<file path="config.mk">
export PLATFORM = sky130hd
export DESIGN_NAME = swd_host_transfer_engine_unit
export DESIGN_NICKNAME = d
export VERILOG_FILES = /design/src/hw/rtl/swdh_pkg.sv /design/src/hw/rtl/swdh_cfg.sv /design/src/hw/rtl/swdh_core.sv /design/src/hw/rtl/swd_host_transfer_engine_unit.sv
export SDC_FILE = /design/constraint.sdc
export NUM_CORES = 1
export LEC_CHECK = 0
export BUFFER_PORTS_ARGS = -buffer_cell sky130_fd_sc_hd__buf_2
export CORE_AREA = 2 2 133 135
export CTS_CLUSTER_SIZE = 24
export DETAILED_ROUTE_END_ITERATION = 7
export DIE_AREA = 0 0 135 137
export PLACE_DENSITY = 0.73
export SYNTH_ARGS = -nofsm -noshare
export SYNTH_HDL_FRONTEND = slang
export SYNTH_HIERARCHICAL = 1
export SYNTH_SLANG_ARGS = --single-unit
</file>
<file path="constraint.sdc">
create_clock -name clk -period 3.09 [get_ports clk]
set_input_delay 0.1545 -clock clk [delete_from_list [all_inputs] [get_ports clk]]
set_output_delay 0.1545 -clock clk [all_outputs]
set_load 0.05 [all_outputs]
</file>
<file path="src/hw/rtl/swdh_pkg.sv">
// ----------------------------------------------------------------------------
// swdh_pkg
// Types, codes and helpers shared by the SWD host transfer engine
// ----------------------------------------------------------------------------
package swdh_pkg;

	localparam int unsigned MAX_ATTEMPTS = 8;
	localparam int unsigned ATT_W        = 3;
	localparam int unsigned CNT_W        = 8;
	localparam int unsigned WORD_W       = 32;
	localparam int unsigned ADDR_W       = 4;
	localparam int unsigned TDATA_IN_W   = 40;
	localparam int unsigned TDATA_OUT_W  = 40;

	localparam logic [2:0] ACK_OK    = 3'b001;
	localparam logic [2:0] ACK_WAIT  = 3'b010;
	localparam logic [2:0] ACK_FAULT = 3'b100;
	localparam logic [2:0] ACK_NONE  = 3'b111;

	localparam int unsigned REQ_RNW_BIT = 1;

	localparam logic [1:0] REG_TURN   = 2'd0;
	localparam logic [1:0] REG_DPHASE = 2'd1;
	localparam logic [1:0] REG_IDLE   = 2'd2;

	typedef enum logic [2:0] {
		PH_IDLE,
		PH_HDR,
		PH_TURN_A,
		PH_ACK,
		PH_RD,
		PH_TURN_B,
		PH_WR,
		PH_IDLE_BITS
	} phase_t;

	typedef enum logic [2:0] {
		ST_OK,
		ST_WAIT,
		ST_FAULT,
		ST_NO_ACK,
		ST_PARITY,
		ST_BAD_ACK
	} status_t;

	typedef struct packed {
		logic [2:0] turnaround_cycles;
		logic       data_phase_on_error;
		logic [7:0] idle_len;
	} cfg_t;

	typedef struct packed {
		logic              cmd;
		logic              line_in;
		logic [WORD_W-1:0] write_data;
		logic [3:0]        request;
	} item_t;

	// line_out sits in the lowest bit
	typedef struct packed {
		logic [WORD_W-1:0] read_data;
		status_t           status;
		logic              done_res;
		logic              busy_res;
		logic              clock_pulse;
		logic              line_drive;
		logic              line_out;
	} result_t;

	function automatic logic [2:0] turn_len(input logic [2:0] t);
		logic [2:0] r;
		r = t;
		if (t == 3'd0) begin
			r = 3'd1;
		end else if (t > 3'd4) begin
			r = 3'd4;
		end
		return r;
	endfunction

	function automatic logic [7:0] header_bits(input logic [3:0] r);
		logic p;
		p = ^r;
		return {1'b1, 1'b0, p, r, 1'b1};
	endfunction

	function automatic status_t error_status(input logic [2:0] ack);
		status_t s;
		priority if (ack == ACK_WAIT) begin
			s = ST_WAIT;
		end else if (ack == ACK_FAULT) begin
			s = ST_FAULT;
		end else if (ack == ACK_NONE) begin
			s = ST_NO_ACK;
		end else begin
			s = ST_BAD_ACK;
		end
		return s;
	endfunction

endpackage

</file>
<file path="src/hw/rtl/swdh_cfg.sv">
// ----------------------------------------------------------------------------
// swdh_cfg
// APB register file: turnaround length, error data phase, idle bit count
// ----------------------------------------------------------------------------
module swdh_cfg (
	input  logic                        clk,
	input  logic                        arst_n,
	input  logic                        psel,
	input  logic                        penable,
	input  logic                        pwrite,
	input  logic [swdh_pkg::ADDR_W-1:0] paddr,
	input  logic [31:0]                 pwdata,
	output logic [31:0]                 prdata,
	output logic                        pready,
	output swdh_pkg::cfg_t              cfg
);
	import swdh_pkg::*;

	logic [2:0] turn_q;
	logic       dphase_q;
	logic [7:0] idle_q;
	logic       wr_en;

	assign pready = 1'b1;
	assign wr_en  = psel & penable & pwrite & pready;

	always_ff @(posedge clk or negedge arst_n) begin
		if (!arst_n) begin
			turn_q   <= 3'd1;
			dphase_q <= 1'b0;
			idle_q   <= 8'd0;
		end else if (wr_en) begin
			unique case (paddr[3:2])
				REG_TURN:   turn_q   <= pwdata[2:0];
				REG_DPHASE: dphase_q <= pwdata[0];
				REG_IDLE:   idle_q   <= pwdata[7:0];
				default: ;
			endcase
		end
	end

	always_comb begin
		unique case (paddr[3:2])
			REG_TURN:   prdata = {29'd0, turn_q};
			REG_DPHASE: prdata = {31'd0, dphase_q};
			REG_IDLE:   prdata = {24'd0, idle_q};
			default:    prdata = 32'd0;
		endcase
	end

	assign cfg.turnaround_cycles   = turn_q;
	assign cfg.data_phase_on_error = dphase_q;
	assign cfg.idle_len            = idle_q;

endmodule

</file>
<file path="src/hw/rtl/swdh_core.sv">
// ----------------------------------------------------------------------------
// swdh_core
// Transfer sequencer: one item per step, header, turnaround, ack, data, idle
// ----------------------------------------------------------------------------
module swdh_core (
	input  logic              clk,
	input  logic              arst_n,
	input  logic              step,
	input  swdh_pkg::item_t   item,
	input  swdh_pkg::cfg_t    cfg,
	output swdh_pkg::result_t res
);
	import swdh_pkg::*;

	phase_t             phase_q, nx_phase;
	logic [CNT_W-1:0]   cnt_q, nx_cnt;
	logic [WORD_W-1:0]  shift_q, nx_shift;
	logic [3:0]         req_q, nx_req;
	logic [WORD_W-1:0]  wword_q, nx_wword;
	logic [2:0]         ack_q, nx_ack;
	logic               par_q, nx_par;
	logic [ATT_W-1:0]   att_q, nx_att;

	logic [CNT_W-1:0]   c_inc;
	logic [CNT_W-1:0]   tl;
	logic               rd;
	logic               bit_in;
	logic [2:0]         ack_new;
	logic               v;
	logic               do_fin;
	logic               do_tail;
	status_t            fin_st;
	logic [WORD_W-1:0]  fin_data;
	logic [7:0]         hdr;

	assign c_inc  = cnt_q + CNT_W'(1);
	assign tl     = CNT_W'(turn_len(cfg.turnaround_cycles));
	assign rd     = req_q[REQ_RNW_BIT];
	assign bit_in = item.line_in;
	assign hdr    = header_bits(req_q);

	always_comb begin
		nx_phase = phase_q;
		nx_cnt   = cnt_q;
		nx_shift = shift_q;
		nx_req   = req_q;
		nx_wword = wword_q;
		nx_ack   = ack_q;
		nx_par   = par_q;
		nx_att   = att_q;
		res      = '0;
		do_fin   = 1'b0;
		do_tail  = 1'b0;
		fin_st   = ST_OK;
		fin_data = '0;
		ack_new  = ack_q;
		v        = 1'b0;

		if (!item.cmd) begin
			if (phase_q == PH_IDLE) begin
				nx_req   = item.request;
				nx_wword = item.write_data;
				nx_phase = PH_HDR;
				nx_cnt   = '0;
				nx_shift = '0;
				nx_ack   = '0;
				nx_par   = 1'b0;
				nx_att   = '0;
			end
			res.busy_res = 1'b1;
		end else if (phase_q != PH_IDLE) begin
			res.clock_pulse = 1'b1;
			res.busy_res    = 1'b1;
			unique case (phase_q)
				PH_HDR: begin
					res.line_drive = 1'b1;
					res.line_out   = hdr[cnt_q[2:0]];
					if (cnt_q >= CNT_W'(7)) begin
						nx_phase = PH_TURN_A;
						nx_cnt   = '0;
					end else begin
						nx_cnt = c_inc;
					end
				end
				PH_TURN_A: begin
					if (c_inc >= tl) begin
						nx_phase = PH_ACK;
						nx_cnt   = '0;
						nx_ack   = '0;
					end else begin
						nx_cnt = c_inc;
					end
				end
				PH_ACK: begin
					unique case (cnt_q[1:0])
						2'd0:    ack_new = ack_q | {2'b00, bit_in};
						2'd1:    ack_new = ack_q | {1'b0, bit_in, 1'b0};
						2'd2:    ack_new = ack_q | {bit_in, 2'b00};
						default: ack_new = ack_q;
					endcase
					nx_ack = ack_new;
					if (cnt_q >= CNT_W'(2)) begin
						nx_cnt   = '0;
						nx_par   = 1'b0;
						nx_shift = '0;
						if (rd && (ack_new == ACK_OK || cfg.data_phase_on_error)) begin
							nx_phase = PH_RD;
						end else begin
							nx_phase = PH_TURN_B;
						end
					end else begin
						nx_cnt = c_inc;
					end
				end
				PH_RD: begin
					if (cnt_q < CNT_W'(WORD_W)) begin
						nx_shift = {bit_in, shift_q[WORD_W-1:1]};
					end
					nx_par = par_q ^ bit_in;
					if (cnt_q >= CNT_W'(WORD_W)) begin
						nx_phase = PH_TURN_B;
						nx_cnt   = '0;
					end else begin
						nx_cnt = c_inc;
					end
				end
				PH_TURN_B: begin
					if (c_inc < tl) begin
						nx_cnt = c_inc;
					end else begin
						nx_cnt = '0;
						if (ack_q == ACK_OK) begin
							if (rd) begin
								if (par_q) begin
									if ({1'b0, att_q} + (ATT_W+1)'(1) <
										(ATT_W+1)'(MAX_ATTEMPTS)) begin
										nx_att   = att_q + ATT_W'(1);
										nx_phase = PH_HDR;
									end else begin
										do_fin   = 1'b1;
										fin_st   = ST_PARITY;
										fin_data = shift_q;
									end
								end else begin
									do_tail = 1'b1;
								end
							end else begin
								nx_par   = 1'b0;
								nx_phase = PH_WR;
							end
						end else if (cfg.data_phase_on_error && !rd) begin
							nx_par   = 1'b0;
							nx_phase = PH_WR;
						end else begin
							do_fin = 1'b1;
							fin_st = error_status(ack_q);
						end
					end
				end
				PH_WR: begin
					res.line_drive = 1'b1;
					if (cnt_q < CNT_W'(WORD_W)) begin
						v      = (ack_q == ACK_OK) ? wword_q[cnt_q[4:0]] : 1'b0;
						nx_par = par_q ^ v;
					end else begin
						v = par_q;
					end
					res.line_out = v;
					if (cnt_q >= CNT_W'(WORD_W)) begin
						nx_cnt = '0;
						if (ack_q == ACK_OK) begin
							do_tail = 1'b1;
						end else begin
							do_fin = 1'b1;
							fin_st = error_status(ack_q);
						end
					end else begin
						nx_cnt = c_inc;
					end
				end
				PH_IDLE_BITS: begin
					res.line_drive = 1'b1;
					if (c_inc >= cfg.idle_len) begin
						do_fin   = 1'b1;
						fin_data = rd ? shift_q : '0;
					end else begin
						nx_cnt = c_inc;
					end
				end
				PH_IDLE: ;
			endcase

			if (do_tail) begin
				if (cfg.idle_len != 8'd0) begin
					nx_phase = PH_IDLE_BITS;
					nx_cnt   = '0;
				end else begin
					do_fin   = 1'b1;
					fin_st   = ST_OK;
					fin_data = rd ? shift_q : '0;
				end
			end
			if (do_fin) begin
				nx_phase      = PH_IDLE;
				nx_cnt        = '0;
				res.busy_res  = 1'b0;
				res.done_res  = 1'b1;
				res.status    = fin_st;
				res.read_data = fin_data;
			end
		end
	end

	always_ff @(posedge clk or negedge arst_n) begin
		if (!arst_n) begin
			phase_q <= PH_IDLE;
			cnt_q   <= '0;
			shift_q <= '0;
			req_q   <= '0;
			wword_q <= '0;
			ack_q   <= '0;
			par_q   <= 1'b0;
			att_q   <= '0;
		end else if (step) begin
			phase_q <= nx_phase;
			cnt_q   <= nx_cnt;
			shift_q <= nx_shift;
			req_q   <= nx_req;
			wword_q <= nx_wword;
			ack_q   <= nx_ack;
			par_q   <= nx_par;
			att_q   <= nx_att;
		end
	end

	a_idle_cnt_zero: assert property (@(posedge clk) disable iff (!arst_n)
		phase_q == PH_IDLE |-> cnt_q == '0)
		else $error("counter left running in idle");

	a_hdr_cnt_range: assert property (@(posedge clk) disable iff (!arst_n)
		phase_q == PH_HDR |-> cnt_q <= CNT_W'(7))
		else $error("header counter out of range");

	a_status_only_done: assert property (@(posedge clk) disable iff (!arst_n)
		step && !res.done_res |-> res.status == ST_OK && res.read_data == '0)
		else $error("status or data reported without done");

	a_done_ends: assert property (@(posedge clk) disable iff (!arst_n)
		step && res.done_res |=> phase_q == PH_IDLE)
		else $error("engine still busy after done");

endmodule

</file>
<file path="src/hw/rtl/swd_host_transfer_engine_unit.sv">
// ----------------------------------------------------------------------------
// swd_host_transfer_engine_unit
// SWD host transfer engine: stream items in, one result per item out
// ----------------------------------------------------------------------------
// latency: the input register and then the result register lie between an input transaction and its result on m_tvalid
// throughput: one item per cycle unless m_tready stalls the result side, set by the single sequencer step per item
// an input register and a result register part the two stream sides
// reset clears all control state, the sequencer goes idle
// registers reset to turnaround 1, no error data phase, no idle bits
module swd_host_transfer_engine_unit (
	input  logic                             clk,
	input  logic                             arst_n,
	input  logic                             s_tvalid,
	output logic                             s_tready,
	// request[3:0], write_data[35:4], line_in[36], zero[39:37]
	input  logic [swdh_pkg::TDATA_IN_W-1:0]  s_tdata,
	// cmd[0]
	input  logic                             s_tuser,
	output logic                             m_tvalid,
	input  logic                             m_tready,
	// line_out[0], line_drive[1], clock_pulse[2], busy_res[3], done_res[4],
	// status[7:5], read_data[39:8]
	output logic [swdh_pkg::TDATA_OUT_W-1:0] m_tdata,
	input  logic                             psel,
	input  logic                             penable,
	input  logic                             pwrite,
	input  logic [swdh_pkg::ADDR_W-1:0]      paddr,
	input  logic [31:0]                      pwdata,
	output logic [31:0]                      prdata,
	output logic                             pready
);
	import swdh_pkg::*;

	logic    valid_s1;
	item_t   item_s1;
	logic    valid_s2;
	result_t res_s2;
	logic    step;
	result_t res;
	cfg_t    cfg;

	assign step     = valid_s1 & (~valid_s2 | m_tready);
	assign s_tready = ~valid_s1 | step;

	always_ff @(posedge clk or negedge arst_n) begin
		if (!arst_n) begin
			valid_s1 <= 1'b0;
		end else if (s_tready) begin
			valid_s1 <= s_tvalid;
		end
	end

	always_ff @(posedge clk) begin
		if (s_tvalid && s_tready) begin
			item_s1.cmd        <= s_tuser;
			item_s1.request    <= s_tdata[3:0];
			item_s1.write_data <= s_tdata[35:4];
			item_s1.line_in    <= s_tdata[36];
		end
	end

	swdh_cfg u_cfg (
		.clk     (clk),
		.arst_n  (arst_n),
		.psel    (psel),
		.penable (penable),
		.pwrite  (pwrite),
		.paddr   (paddr),
		.pwdata  (pwdata),
		.prdata  (prdata),
		.pready  (pready),
		.cfg     (cfg)
	);

	swdh_core u_core (
		.clk    (clk),
		.arst_n (arst_n),
		.step   (step),
		.item   (item_s1),
		.cfg    (cfg),
		.res    (res)
	);

	always_ff @(posedge clk or negedge arst_n) begin
		if (!arst_n) begin
			valid_s2 <= 1'b0;
		end else if (step) begin
			valid_s2 <= 1'b1;
		end else if (m_tready) begin
			valid_s2 <= 1'b0;
		end
	end

	always_ff @(posedge clk) begin
		if (step) begin
			res_s2 <= res;
		end
	end

	assign m_tvalid = valid_s2;
	assign m_tdata  = res_s2;

	a_s1_holds: assert property (@(posedge clk) disable iff (!arst_n)
		valid_s1 && !step |=> valid_s1)
		else $error("input register dropped an item");

	a_step_has_room: assert property (@(posedge clk) disable iff (!arst_n)
		step |-> !valid_s2 || m_tready)
		else $error("result register overwritten");

	a_s2_fill: assert property (@(posedge clk) disable iff (!arst_n)
		step |=> valid_s2)
		else $error("result lost after step");

endmodule

</file>
==> reports/metrics.cfg <==
[sta]
drv_slew = 0
min_period_ns = 3.016
fin_setup_tns_ns = 0
finalCritPeriodShare_pct = 97.61
finClkSkew_ns = 0.01174
hold_violations = 0
fin_ws_ns = 0.07393
setup_viol = 0
fmax_ghz = 0.3316
relSlewSlack_pct = 47.92
tightest_slew_ns = 0.7731
rsz0062_at_grt = yes

[drt]
wl_um = 18020
routedWlPerCell_um = 15.60
first_pass_iters = 5
drc = 0
drtIter0Drc = 351
final_antenna_net_count = 0
vias = 6050
viasPerCell = 5.238

[placed_design]
place_congestion = 0.9311
dp.cells = 1061
portBuffers = 104
place_ws_ns = -0.004542
dpl.hpwl_um = 11870

[flow_run]
maxCapViolCount = 0

[synthesis]
synthCells = 733
synth_ff_type = dfrtp_1
ys_types = 76
seq_area_frac_synth_pct = 56.36
ys_ff_latch = 178
synth_edf_count = 78
async_reset_ff_share_pct = 56.18
syn_avg_cell_area_sq_um = 11.73
synth_area_sq_um = 8598
yosysWarnings = 6

[floorplanning]
dieHeight_um = 137
start_util_pct = 50.41
core_area_sq_um = 17060
io_pins = 159
die_width_um = 135
row_count = 48
dieArea_sq_um = 18500

[worst_setup_path]
path_class = reg -> reg
arrival_ns = 3.20
end_kind = flip-flop
worstPathRequired_ns = 3.27
start_kind = flip-flop
crit_fanout = 32

[global_routing]
overflow = 0
grt_pass1_wl_um = 28860
track_usage_pct = 20.10
antenna_found_initial = 0
grt_pass1_vias = 5849
grt_max_degree = 65

[clocking]
cts_buffer_depth = 2
cts_root_buf = clkbuf_16
cts_tree = yes
clkSlewWorstSetupHoldPaths_ns = 0.07
insertion_delay_ns = 0.43
cts_sinks = 178
h-tree-depth = 4
cts_made_buffers = 17

[layout]
layout_commonest_cell = buf_2
stdcell_count = 1155
antenna_cells = 0
area_delta_synth_final_pct = 26.53
drive_above_1_share_pct = 31.61
num-nets-final = 1021
layout_common_cells = buf_2, nand2_1, dfrtp_1

[pwr]
peakVddDrop_v = 0.0005981
p_total_mw = 7.722
pwr_density_cell_nw_per_um2 = 709.8
p_leak_nw = 4.615

[hold_path]
hp-class = in -> reg

[status]
status = completed

[per-layer routing]
layer,share of wire (%),vias up,track usage [%]
li1,-,2950,-
met1,43,2885,25.70
met2,51,186,34.88
met3,4.6,29,3.889
met4,1.6,0,6.076
met5,0,-,0
[registers in the layout, summed over array words and instances, names as in the netlist]
| signal | cells |
|---|---|
| u_core/ack_q | 3 |
| m_tdata | 40 |
| item_s1 | 38 |
| u_cfg/idle_q | 8 |
| u_core/req_q | 4 |
| u_core/att_q | 3 |
| valid_s1 | 1 |
| u_cfg/dphase_q | 1 |
| u_core/wword_q | 32 |
| u_core/cnt_q | 8 |
| u_cfg/turn_q | 3 |
| u_core/par_q | 1 |
| m_tvalid | 1 |
| u_core/phase_q | 3 |
| u_core/shift_q | 32 |
[worst max-delay path, cell delays in order, from the launching register on]
cell and delay (ns):
dfrtp_1 0.43, ha_4 0.19, nor2b_4 0.12, or2_4 0.25, buf_6 0.12, ha_4 0.21, a21oi_2 0.11, o21ai_1 0.08
a211oi_2 0.23, buf_4 0.21, a21oi_4 0.08, o211ai_1 0.27, a21oi_2 0.11, buf_12 0.16, and2_1 0.16
[what timing repair did]
action                                  in CTS  in global routing
hold buffers                                48                  0
pin swaps                                    1                 14
hold endpoints to repair                    95                  0
endpoints found under the setup margin      28                 50
setup buffers                                0                 14
gates resized for setup                      3                 33
[cells in the mapped netlist (5+ instances only)]
master	n	area, sq um
nand2_1	104	390.4
dfrtp_1	99	2477
edfxtp_1	78	2342
mux2_2	49	551.8
and2_1	41	256.5
o21ai_1	40	200.2
buf_4	32	240.2
nor2_1	28	105.1
clkbuf_1	22	82.58
ha_1	20	250.2
inv_1	19	71.32
a21oi_1	16	80.08
nand3_1	16	80.08
nor3_1	12	60.06
xnor2_1	10	87.58
mux4_2	9	202.7
nand4_1	9	56.30
mux2i_1	7	70.07
nor2b_1	7	43.79
o21ai_0	7	35.03
buf_2	6	30.03
o22ai_1	6	37.54
a22o_1	5	43.79
[where the power goes]
part	internal [mW]	switching, mW	total [mW]
Combinational	1.12	1.31	2.43
Clock	1.25	0.953	2.20
Sequential	2.86	0.234	3.09
Total	5.22	2.50	7.72
[per-stage QoR]
step,hold WS [ns],util (%),instance area (sq um)
final,0.03115,63.78,10880
after global routing,0.05367,63.78,10880
after global placement,0.2115,55.73,9505
after floorplan,-0.1411,-,8717
after detailed placement,0.2141,55.73,9505
after CTS,0.02039,62.16,10600
[worst paths after layout]
check	start	depth (start not counted)	slack, ns	to
min in group asynchronous	arst_n	2	0.27	m_tvalid$_DFFE_PN0P_
setup / recovery	u_core/cnt_q[1]$_DFFE_PN0P_	14	0.07	m_tdata[35]$_DFFE_PP_
hold reg to reg	item_s1[25]$_DFFE_PP_	1	0.48	u_core/wword_q[21]$_DFFE_PN0P_
hold / removal	m_tready	3	0.03	m_tvalid$_DFFE_PN0P_
max in group asynchronous	arst_n	3	2.11	u_core/cnt_q[2]$_DFFE_PN0P_
setup reg to reg	u_core/cnt_q[1]$_DFFE_PN0P_	14	0.07	m_tdata[35]$_DFFE_PP_
[final cells by class]
type,count,area (sq um)
sequential,178,4847
clock buffer,19,442.9
fill,1313,6177
tap,225,281.5
inverter,20,75.07
clock inverter,13,162.7
multi-input combinational,494,3595
timing repair buffer,206,1475
[cells by family after synthesis]
family / after synthesis / synth area share (%)
simple gates: 242 / 14.07
flops: 178 / 56.36
compound gates: 126 / 9.924
buf+inv: 84 / 5.253
mux: 68 / 9.983
fa+ha+maj: 20 / 2.910
xor+xnor: 13 / 1.412
other cells: 2 / 0.08734
Power figures use the tool's default switching activity.
